`src/hdl/jcs_pkg.sv`:
```
// ----------------------------------------------------------------------------
// jcs_pkg
// Shared types and constants for the commented-JSON stripper.
// ----------------------------------------------------------------------------
package jcs_pkg;

  localparam int DEPTH_BITS = 16;   // nesting counter width
  localparam int OBUF_DEPTH = 4;    // result buffer entries
  localparam int OBUF_AW    = $clog2(OBUF_DEPTH);
  localparam int OBUF_CW    = $clog2(OBUF_DEPTH + 1);

  localparam logic [7:0] CH_LBRACE    = 8'h7B;
  localparam logic [7:0] CH_LBRACKET  = 8'h5B;
  localparam logic [7:0] CH_RBRACE    = 8'h7D;
  localparam logic [7:0] CH_RBRACKET  = 8'h5D;
  localparam logic [7:0] CH_SLASH     = 8'h2F;
  localparam logic [7:0] CH_STAR      = 8'h2A;
  localparam logic [7:0] CH_NEWLINE   = 8'h0A;
  localparam logic [7:0] CH_CR        = 8'h0D;
  localparam logic [7:0] CH_SPACE     = 8'h20;
  localparam logic [7:0] CH_QUOTE     = 8'h22;
  localparam logic [7:0] CH_BACKSLASH = 8'h5C;

  typedef enum logic [2:0] {
    MODE_NORMAL = 3'd0,
    MODE_SLASH  = 3'd1,
    MODE_LINE   = 3'd2,
    MODE_BLOCK  = 3'd3,
    MODE_STRING = 3'd4,
    MODE_DONE   = 3'd5
  } scan_mode_t;

endpackage

```
`src/hdl/jcs_if.sv`:
```
// ----------------------------------------------------------------------------
// jcs_if
// Valid/ready channels for text bytes in and filtered bytes out.
// ----------------------------------------------------------------------------
interface jcs_in_if;
  logic       valid;
  logic       ready;
  logic [7:0] in_byte;
  logic       in_last;

  modport source (output valid, output in_byte, output in_last, input ready);
  modport sink   (input valid, input in_byte, input in_last, output ready);
endinterface

interface jcs_out_if;
  logic       valid;
  logic       ready;
  logic [7:0] out_byte;
  logic       out_last;

  modport source (output valid, output out_byte, output out_last, input ready);
  modport sink   (input valid, input out_byte, input out_last, output ready);
endinterface

```
`src/hdl/jsonc_comment_stripper.sv`:
```
// ----------------------------------------------------------------------------
// jsonc_comment_stripper
// Streaming filter: blanks comments, in-string line breaks and trailing text
// after the root value closes, keeping the text length.
// ----------------------------------------------------------------------------
//  channel   dir  payload             item
//  in_ch     in   in_byte, in_last    one text byte
//  out_ch    out  out_byte, out_last  one filtered byte
//
//  One text byte enters per cycle while in_ch.ready is high. It is
//  registered, then scanned, and its 0..2 result bytes land in a 4-entry
//  result buffer. The input register advances while the buffer holds at
//  most two bytes. A held slash yields nothing and its follower two, so the
//  pair gives two bytes and the input never waits on an unstalled output.
//  rst_n is synchronous, active low; it clears scan state and the buffer.
//  A stalled out_ch backs up through the buffer into in_ch.ready.
module jsonc_comment_stripper (
  input  logic      clk,
  input  logic      rst_n,
  jcs_in_if.sink    in_ch,
  jcs_out_if.source out_ch
);
  import jcs_pkg::*;

  localparam logic [DEPTH_BITS-1:0] DEPTH_MAX = '1;

  // input register
  logic       stg_valid_r;
  logic [7:0] stg_byte_r;
  logic       stg_last_r;
  logic       stg_fire;
  logic       in_take;

  // scan state
  scan_mode_t            mode_r, mode_nxt;
  logic                  bslash_r, bslash_nxt;
  logic                  star_r, star_nxt;
  logic                  root_r, root_nxt;
  logic [DEPTH_BITS-1:0] brace_r, brace_nxt;
  logic [DEPTH_BITS-1:0] bracket_r, bracket_nxt;

  // results of the current byte
  logic [1:0] res_n;
  logic [7:0] res_b0, res_b1;

  // result buffer
  logic [7:0]         obuf_byte_r [OBUF_DEPTH];
  logic               obuf_last_r [OBUF_DEPTH];
  logic [OBUF_AW-1:0] wr_ptr_r, rd_ptr_r, wr_ptr1;
  logic [OBUF_CW-1:0] cnt_r;
  logic               pop;
  logic [1:0]         push_n;

  // room for two results regardless of this cycle's pop
  assign stg_fire = stg_valid_r && (cnt_r <= OBUF_CW'(OBUF_DEPTH - 2));
  assign in_ch.ready = !stg_valid_r || stg_fire;
  assign in_take = in_ch.valid && in_ch.ready;

  always_ff @(posedge clk) begin
    if (!rst_n) begin
      stg_valid_r <= 1'b0;
    end else if (in_ch.ready) begin
      stg_valid_r <= in_ch.valid;
    end
    if (in_take) begin
      stg_byte_r <= in_ch.in_byte;
      stg_last_r <= in_ch.in_last;
    end
  end

  always_comb begin
    mode_nxt    = mode_r;
    bslash_nxt  = bslash_r;
    star_nxt    = star_r;
    root_nxt    = root_r;
    brace_nxt   = brace_r;
    bracket_nxt = bracket_r;
    res_n       = 2'd1;
    res_b0      = stg_byte_r;
    res_b1      = stg_byte_r;

    unique case (mode_r)
      MODE_SLASH: begin
        res_n = 2'd2;
        if (stg_byte_r == CH_SLASH) begin
          res_b0   = CH_SPACE;
          res_b1   = CH_SPACE;
          mode_nxt = MODE_LINE;
        end else if (stg_byte_r == CH_STAR) begin
          res_b0   = CH_SPACE;
          res_b1   = CH_SPACE;
          star_nxt = 1'b0;
          mode_nxt = MODE_BLOCK;
        end else begin
          // lone slash: follower passes unexamined
          res_b0   = CH_SLASH;
          mode_nxt = MODE_NORMAL;
        end
      end
      MODE_LINE: begin
        res_b0 = CH_SPACE;
        if (stg_byte_r == CH_NEWLINE) mode_nxt = MODE_NORMAL;
      end
      MODE_BLOCK: begin
        res_b0 = CH_SPACE;
        if (star_r && stg_byte_r == CH_SLASH) begin
          star_nxt = 1'b0;
          mode_nxt = MODE_NORMAL;
        end else begin
          star_nxt = (stg_byte_r == CH_STAR);
        end
      end
      MODE_STRING: begin
        if (stg_byte_r == CH_QUOTE && !bslash_r) begin
          bslash_nxt = 1'b0;
          mode_nxt   = MODE_NORMAL;
        end else begin
          if (stg_byte_r == CH_NEWLINE || stg_byte_r == CH_CR) res_b0 = CH_SPACE;
          bslash_nxt = (stg_byte_r == CH_BACKSLASH);
        end
      end
      MODE_DONE: begin
        res_b0 = CH_SPACE;
      end
      default: begin
        if (stg_byte_r == CH_SLASH) begin
          if (!stg_last_r) begin
            res_n    = 2'd0;
            mode_nxt = MODE_SLASH;
          end
        end else if (stg_byte_r == CH_LBRACE) begin
          if (!root_r) root_nxt = 1'b1;
          else if (brace_r != DEPTH_MAX) brace_nxt = brace_r + 1'b1;
        end else if (stg_byte_r == CH_LBRACKET) begin
          if (!root_r) root_nxt = 1'b1;
          else if (bracket_r != DEPTH_MAX) bracket_nxt = bracket_r + 1'b1;
        end else if (stg_byte_r == CH_RBRACE) begin
          if (brace_r == '0) mode_nxt = MODE_DONE;
          else brace_nxt = brace_r - 1'b1;
        end else if (stg_byte_r == CH_RBRACKET) begin
          if (bracket_r == '0) mode_nxt = MODE_DONE;
          else bracket_nxt = bracket_r - 1'b1;
        end else if (stg_byte_r == CH_QUOTE) begin
          bslash_nxt = 1'b0;
          mode_nxt   = MODE_STRING;
        end
      end
    endcase

    // end of text: next byte starts fresh
    if (stg_last_r) begin
      mode_nxt    = MODE_NORMAL;
      bslash_nxt  = 1'b0;
      star_nxt    = 1'b0;
      root_nxt    = 1'b0;
      brace_nxt   = '0;
      bracket_nxt = '0;
    end
  end

  always_ff @(posedge clk) begin
    if (!rst_n) begin
      mode_r    <= MODE_NORMAL;
      bslash_r  <= 1'b0;
      star_r    <= 1'b0;
      root_r    <= 1'b0;
      brace_r   <= '0;
      bracket_r <= '0;
    end else if (stg_fire) begin
      mode_r    <= mode_nxt;
      bslash_r  <= bslash_nxt;
      star_r    <= star_nxt;
      root_r    <= root_nxt;
      brace_r   <= brace_nxt;
      bracket_r <= bracket_nxt;
    end
  end

  // result buffer
  assign push_n  = stg_fire ? res_n : 2'd0;
  assign pop     = out_ch.valid && out_ch.ready;
  assign wr_ptr1 = wr_ptr_r + 1'b1;

  always_ff @(posedge clk) begin
    if (!rst_n) begin
      wr_ptr_r <= '0;
      rd_ptr_r <= '0;
      cnt_r    <= '0;
    end else begin
      wr_ptr_r <= wr_ptr_r + OBUF_AW'(push_n);
      if (pop) rd_ptr_r <= rd_ptr_r + 1'b1;
      cnt_r <= cnt_r + OBUF_CW'(push_n) - OBUF_CW'(pop);
    end
    if (push_n != 2'd0) begin
      obuf_byte_r[wr_ptr_r] <= res_b0;
      obuf_last_r[wr_ptr_r] <= stg_last_r && (push_n == 2'd1);
    end
    if (push_n == 2'd2) begin
      obuf_byte_r[wr_ptr1] <= res_b1;
      obuf_last_r[wr_ptr1] <= stg_last_r;
    end
  end

  assign out_ch.valid    = (cnt_r != '0);
  assign out_ch.out_byte = obuf_byte_r[rd_ptr_r];
  assign out_ch.out_last = obuf_last_r[rd_ptr_r];

endmodule
```
`src/flat_wrapper.sv`:
```
// flat-port wrapper written by rule: the top's interface ports become plain ports
module jsonc_comment_stripper_flat import jcs_pkg::*;
  (clk, rst_n, in_ch_valid, in_ch_in_byte, in_ch_in_last, in_ch_ready, out_ch_valid, out_ch_out_byte, out_ch_out_last, out_ch_ready);
  jcs_in_if in_ch_i ();
  jcs_out_if out_ch_i ();
  input  logic clk;
  input  logic rst_n;
  input wire logic [$bits(in_ch_i.valid)-1:0] in_ch_valid;
  input wire logic [$bits(in_ch_i.in_byte)-1:0] in_ch_in_byte;
  input wire logic [$bits(in_ch_i.in_last)-1:0] in_ch_in_last;
  output wire logic [$bits(in_ch_i.ready)-1:0] in_ch_ready;
  output wire logic [$bits(out_ch_i.valid)-1:0] out_ch_valid;
  output wire logic [$bits(out_ch_i.out_byte)-1:0] out_ch_out_byte;
  output wire logic [$bits(out_ch_i.out_last)-1:0] out_ch_out_last;
  input wire logic [$bits(out_ch_i.ready)-1:0] out_ch_ready;
  assign in_ch_i.valid = in_ch_valid;
  assign in_ch_i.in_byte = in_ch_in_byte;
  assign in_ch_i.in_last = in_ch_in_last;
  assign in_ch_ready = in_ch_i.ready;
  assign out_ch_valid = out_ch_i.valid;
  assign out_ch_out_byte = out_ch_i.out_byte;
  assign out_ch_out_last = out_ch_i.out_last;
  assign out_ch_i.ready = out_ch_ready;
  jsonc_comment_stripper u_core (.clk(clk), .rst_n(rst_n), .in_ch(in_ch_i), .out_ch(out_ch_i));
endmodule
```
`config.mk`:
```
export PLATFORM = sky130hd
export DESIGN_NAME = jsonc_comment_stripper_flat
export DESIGN_NICKNAME = d
export VERILOG_FILES = /design/src/hdl/jcs_pkg.sv /design/src/hdl/jcs_if.sv /design/src/hdl/jsonc_comment_stripper.sv /design/src/flat_wrapper.sv
export SDC_FILE = /design/constraint.sdc
export NUM_CORES = 1
export LEC_CHECK = 0
export ABC_AREA = 0
export BUFFER_PORTS_ARGS = -buffer_cell sky130_fd_sc_hd__buf_4
export CAP_MARGIN = 10
export CORE_MARGIN = 5
export CORE_UTILIZATION = 30
export DETAILED_ROUTE_END_ITERATION = 7
export GPL_ROUTABILITY_DRIVEN = 0
export PLACE_DENSITY = 0.5
export SLEW_MARGIN = 10
export SYNTH_ARGS = -nofsm -noshare
export SYNTH_HDL_FRONTEND = slang
export SYNTH_SLANG_ARGS = --single-unit
```
`constraint.sdc`:
```
create_clock -name clk -period 3.8 [get_ports clk]
set_clock_uncertainty 0.15 [all_clocks]
set_input_delay 0.57 -clock clk [delete_from_list [all_inputs] [get_ports clk]]
set_output_delay 0.57 -clock clk [all_outputs]
set_load 0.05 [all_outputs]
```
==> results by stage <==
Yosys:
- The net count of the mapped netlist is 681.
- Among all cell types in the netlist, the one instantiated most often is sky130_fd_sc_hd__nor2_1.
- The number of unique standard cell types used by synthesis is 66.
- Summing every instance area after synthesis gives 0.00580 mm2.
- After synthesis, flip-flops and latches occupy 39.8% of the total area.
- The fraction of post-synthesis cell area in the top cell type by area is 23.3%.
- After synthesis the netlist holds a flip-flop and latch count of 93.
- The commonest cells after synthesis are sky130_fd_sc_hd__nor2_1, sky130_fd_sc_hd__nand2_1, sky130_fd_sc_hd__a21oi_1, sky130_fd_sc_hd__dfxtp_1, sky130_fd_sc_hd__edfxtp_1.
- The average footprint of a synthesized cell is 9.24 um2.
- After technology mapping, the gate count stands at 628.
- The synthesized design spends more area on one cell type than any other, namely sky130_fd_sc_hd__edfxtp_1.
- The number of synthesis warnings is 0.
- The most used flip-flop cell after synthesis is sky130_fd_sc_hd__dfxtp_1.
- The number of enable-type register cells in the synthesized netlist is 45.
- By area the synthesized netlist is led by sky130_fd_sc_hd__edfxtp_1, sky130_fd_sc_hd__dfxtp_1, sky130_fd_sc_hd__ha_1.
- The post-synthesis async set-or-reset flop share is 0%.

Floorplan:
- The floorplan step set the die height to 149 um.
- For this configuration, the core starts out at a cell density of 30.7%.
- In this run the count of I/O pins placed on the die edge is 24.
- From left edge to right edge, the die measures 149 um.
- The floorplan step defined a die boundary enclosing 0.0222 mm2.
- The core region is 0.0189 mm2.
- After floorplanning, the core was divided into 50 placement rows.

GRT:
- The number of antenna violations at the first check in global routing is 0.
- The first-pass GRT wire length is 23.8 mm.
- Summed over all layers, the global routing overflow is 0.
- The maximum number of pins on one net before global-route repair is 45.
- Across every metal layer, demand over resource in global routing totals 13.2%.
- The via count of the first global-routing pass is 4848.

Clocking:
- The clock tree from TritonCTS is built.
- The H-tree was split into 3 levels.
- The tree is rooted in a sky130_fd_sc_hd__clkbuf_16.
- The number of clock buffers added by TritonCTS is 9.
- The clock reaches the later pin of the worst-skew pair after 360 ps.
- The tree built by TritonCTS fans out to 93 sinks.
- Clock-pin slew was measured on the worst setup and hold paths at 70 ps.
- The largest buffer count on any clock path is 2.

Outcome:
- The flow ran to the end, and the final reports show no timing, DRC or antenna violations.

Cells and area:
- At the end of the flow the core is filled with cells to 35.3%.
- 0 antenna diodes ended up in the layout.
- The post-route netlist has 12.2% of its cells at a drive strength greater than 1.
- The post-route cell area is 0.00667 mm2.
- The final standard cell count with taps included and fillers excluded is 918.
- The area added between synthesis and finish is 14.9%.
- The net count of the finished layout is 706.

Worst setup path:
- The kind of start point of the critical path is a register.
- The number of cells on the worst reg-to-reg path is 12.
- The critical path capture point type is a register.
- The maximum net fanout on the critical path is 14.
- The arrival time reported for the critical path endpoint is 3510 ps.
- The data required time of the worst path is 3870 ps.
- The setup path with the least slack is of type reg2reg.

Place:
- The HPWL after detailed placement is 10.5 mm.
- The total instance count after detailed placement is 901.
- The total placed instance area is 0.00634 mm2.
- Port buffering added 23 buffers.

Route:
- The wire length per cell after detailed routing is 15.5 um.
- The detail route stage leaves a number of antenna-violating nets equal to 0.
- After detailed routing, the total wire length is 14.2 mm.
- Using the TritonRoute via totals, the vias-per-cell ratio works out to 5.31.
- The detailed router placed 4877 vias in this run.
- The first routing iteration left 277 violations.
- The number of detailed-route iterations in the first pass is 5.
- For this run, design rule violations remaining after detail routing come to 0.

Timing:
- The final period utilization is 90.6%.
- The count of final setup violators is 0.
- For the final routed database, the setup TNS stands at 0 ps.
- The achievable clock frequency is 290 MHz.
- The final-report max-slew violation count is 0.
- At the pin with the least slew margin, the transition time is 642 ps.
- The number of hold violations in the final report is 0.
- Setup repair after global routing left no endpoint under its margin.
- The worst pin sits at a relative slew slack of 57.2%.
- The worst path needs 3440 ps of the cycle, external delays included.

Pwr:
- The worst IR drop on VDD is 201 uV.
- The power per unit of standard cell area is 491 mW/mm2.
- The final total power is 0.00328 W.
- The analysis attributes to cell leakage a power of 2.47 nW.

Run:
- Max-cap violations in this run came to 0.

Hold path:
- The min-delay analysis places its worst path in the category in2reg.
- The hold path depth is 1.
final timing paths:
check	start	to	slack (ps)
setup reg to reg	u_core.stg_byte_r[6]	u_core.brace_r[14]	360
hold reg to reg	u_core.star_r	u_core.star_r	350
setup / recovery	u_core.stg_byte_r[6]	u_core.brace_r[14]	360
hold / removal	in_ch_in_byte[4]	u_core.stg_byte_r[4]	240
through the flow:
step / hold WS [ps] / setup WS [ps]
3_3_place_gp: 328 / 248
3_5_place_dp: 333 / 131
2_1_floorplan: 308 / 40.2
6_report: 240 / 356
5_1_grt: 231 / 14.6
4_1_cts: 230 / 74.9
placed cells by master (no fill, tap or decap), types with 4 or more instances in the layout:
cell type,count
sky130_fd_sc_hd__xor2_1,14
sky130_fd_sc_hd__inv_1,19
sky130_fd_sc_hd__o21a_1,9
sky130_fd_sc_hd__or4_1,4
sky130_fd_sc_hd__edfxtp_1,45
sky130_fd_sc_hd__a21boi_0,5
sky130_fd_sc_hd__nor3b_1,5
sky130_fd_sc_hd__o21ai_0,17
sky130_fd_sc_hd__mux4_2,9
sky130_fd_sc_hd__nand4_1,13
sky130_fd_sc_hd__a21o_1,9
sky130_fd_sc_hd__a211o_1,4
sky130_fd_sc_hd__dfxtp_1,48
sky130_fd_sc_hd__nor3_1,29
sky130_fd_sc_hd__nor2_1,59
sky130_fd_sc_hd__nor2b_1,6
sky130_fd_sc_hd__a31oi_1,7
sky130_fd_sc_hd__nand2b_1,6
sky130_fd_sc_hd__nor4_1,13
sky130_fd_sc_hd__xnor2_1,15
sky130_fd_sc_hd__nand2_1,55
sky130_fd_sc_hd__a21oi_1,54
sky130_fd_sc_hd__a211oi_1,5
sky130_fd_sc_hd__buf_4,41
sky130_fd_sc_hd__ha_1,37
sky130_fd_sc_hd__nand3_1,17
sky130_fd_sc_hd__or3_1,15
sky130_fd_sc_hd__clkbuf_16,9
sky130_fd_sc_hd__and2_1,12
state kept, by name (all words and copies together), names as in the netlist, named ones only:
signal / count
u_core.stg_last_r: 1
u_core.wr_ptr_r: 2
u_core.mode_r: 3
u_core.brace_r: 16
u_core.root_r: 1
u_core.bslash_r: 1
u_core.stg_byte_r: 8
u_core.rd_ptr_r: 2
u_core.stg_valid_r: 1
u_core.star_r: 1
u_core.bracket_r: 16
u_core.cnt_r: 3
u_core.obuf_byte_r: 32
u_core.obuf_last_r: 4
where the power goes:
part | switching [W] | internal [W] | total (W)
registers | 0.000102 | 0.00115 | 0.00125
logic | 0.000634 | 0.000464 | 0.00110
clock network | 0.000416 | 0.000513 | 0.000930
total | 0.00115 | 0.00212 | 0.00328
per-layer routing:
metal | track usage, % | routed length, um | up-vias | part of all wire, %
li1 | - | - | 2412 | -
met5 | 0 | 0 | - | 0
met2 | 22.5 | 6800 | 92 | 48
met4 | 4.67 | 282 | 0 | 2.0
met1 | 16.6 | 6650 | 2343 | 47
met3 | 2.86 | 508 | 30 | 3.6
critical path, stage by stage (launching register included):
cell                       delay, ps
sky130_fd_sc_hd__edfxtp_1        400
sky130_fd_sc_hd__nand2_1         120
sky130_fd_sc_hd__nor4_2          300
sky130_fd_sc_hd__buf_4           200
sky130_fd_sc_hd__nand2_2         160
sky130_fd_sc_hd__buf_6           220
sky130_fd_sc_hd__ha_1            410
sky130_fd_sc_hd__nand2_1         130
sky130_fd_sc_hd__a211o_1         280
sky130_fd_sc_hd__a31oi_1         330
sky130_fd_sc_hd__a31oi_1         180
sky130_fd_sc_hd__o21ai_0         270
sky130_fd_sc_hd__o311ai_0        160
area by class of cell:
cell class,instances,area [um2]
clock inverter,7,75.1
fill,1970,12200
sequential,93,2310
timing repair buffer,42,319
inverter,20,75.1
clock buffer,9,225
tap,260,325
multi-input combinational,487,3340
timing repair:
action | CTS | global route
setup endpoints to repair | 0 | 7
buffers inserted | 0 | 1
hold buffers | 0 | 0
resized for setup | 0 | 5
logic make-up after synthesis:
| logic type | after synthesis | share of synthesized area, % |
|---|---|---|
| AND/OR/NAND/NOR | 256 | 22.4 |
| flip-flops | 93 | 39.8 |
| adder cells (fa/ha/maj) | 40 | 9.01 |
| AO/OA/AOI/OAI | 149 | 17.0 |
| buffers and inverters | 48 | 3.23 |
| XOR/XNOR | 29 | 4.38 |
| multiplexers | 13 | 4.20 |
(Power assumes the default switching activity.)
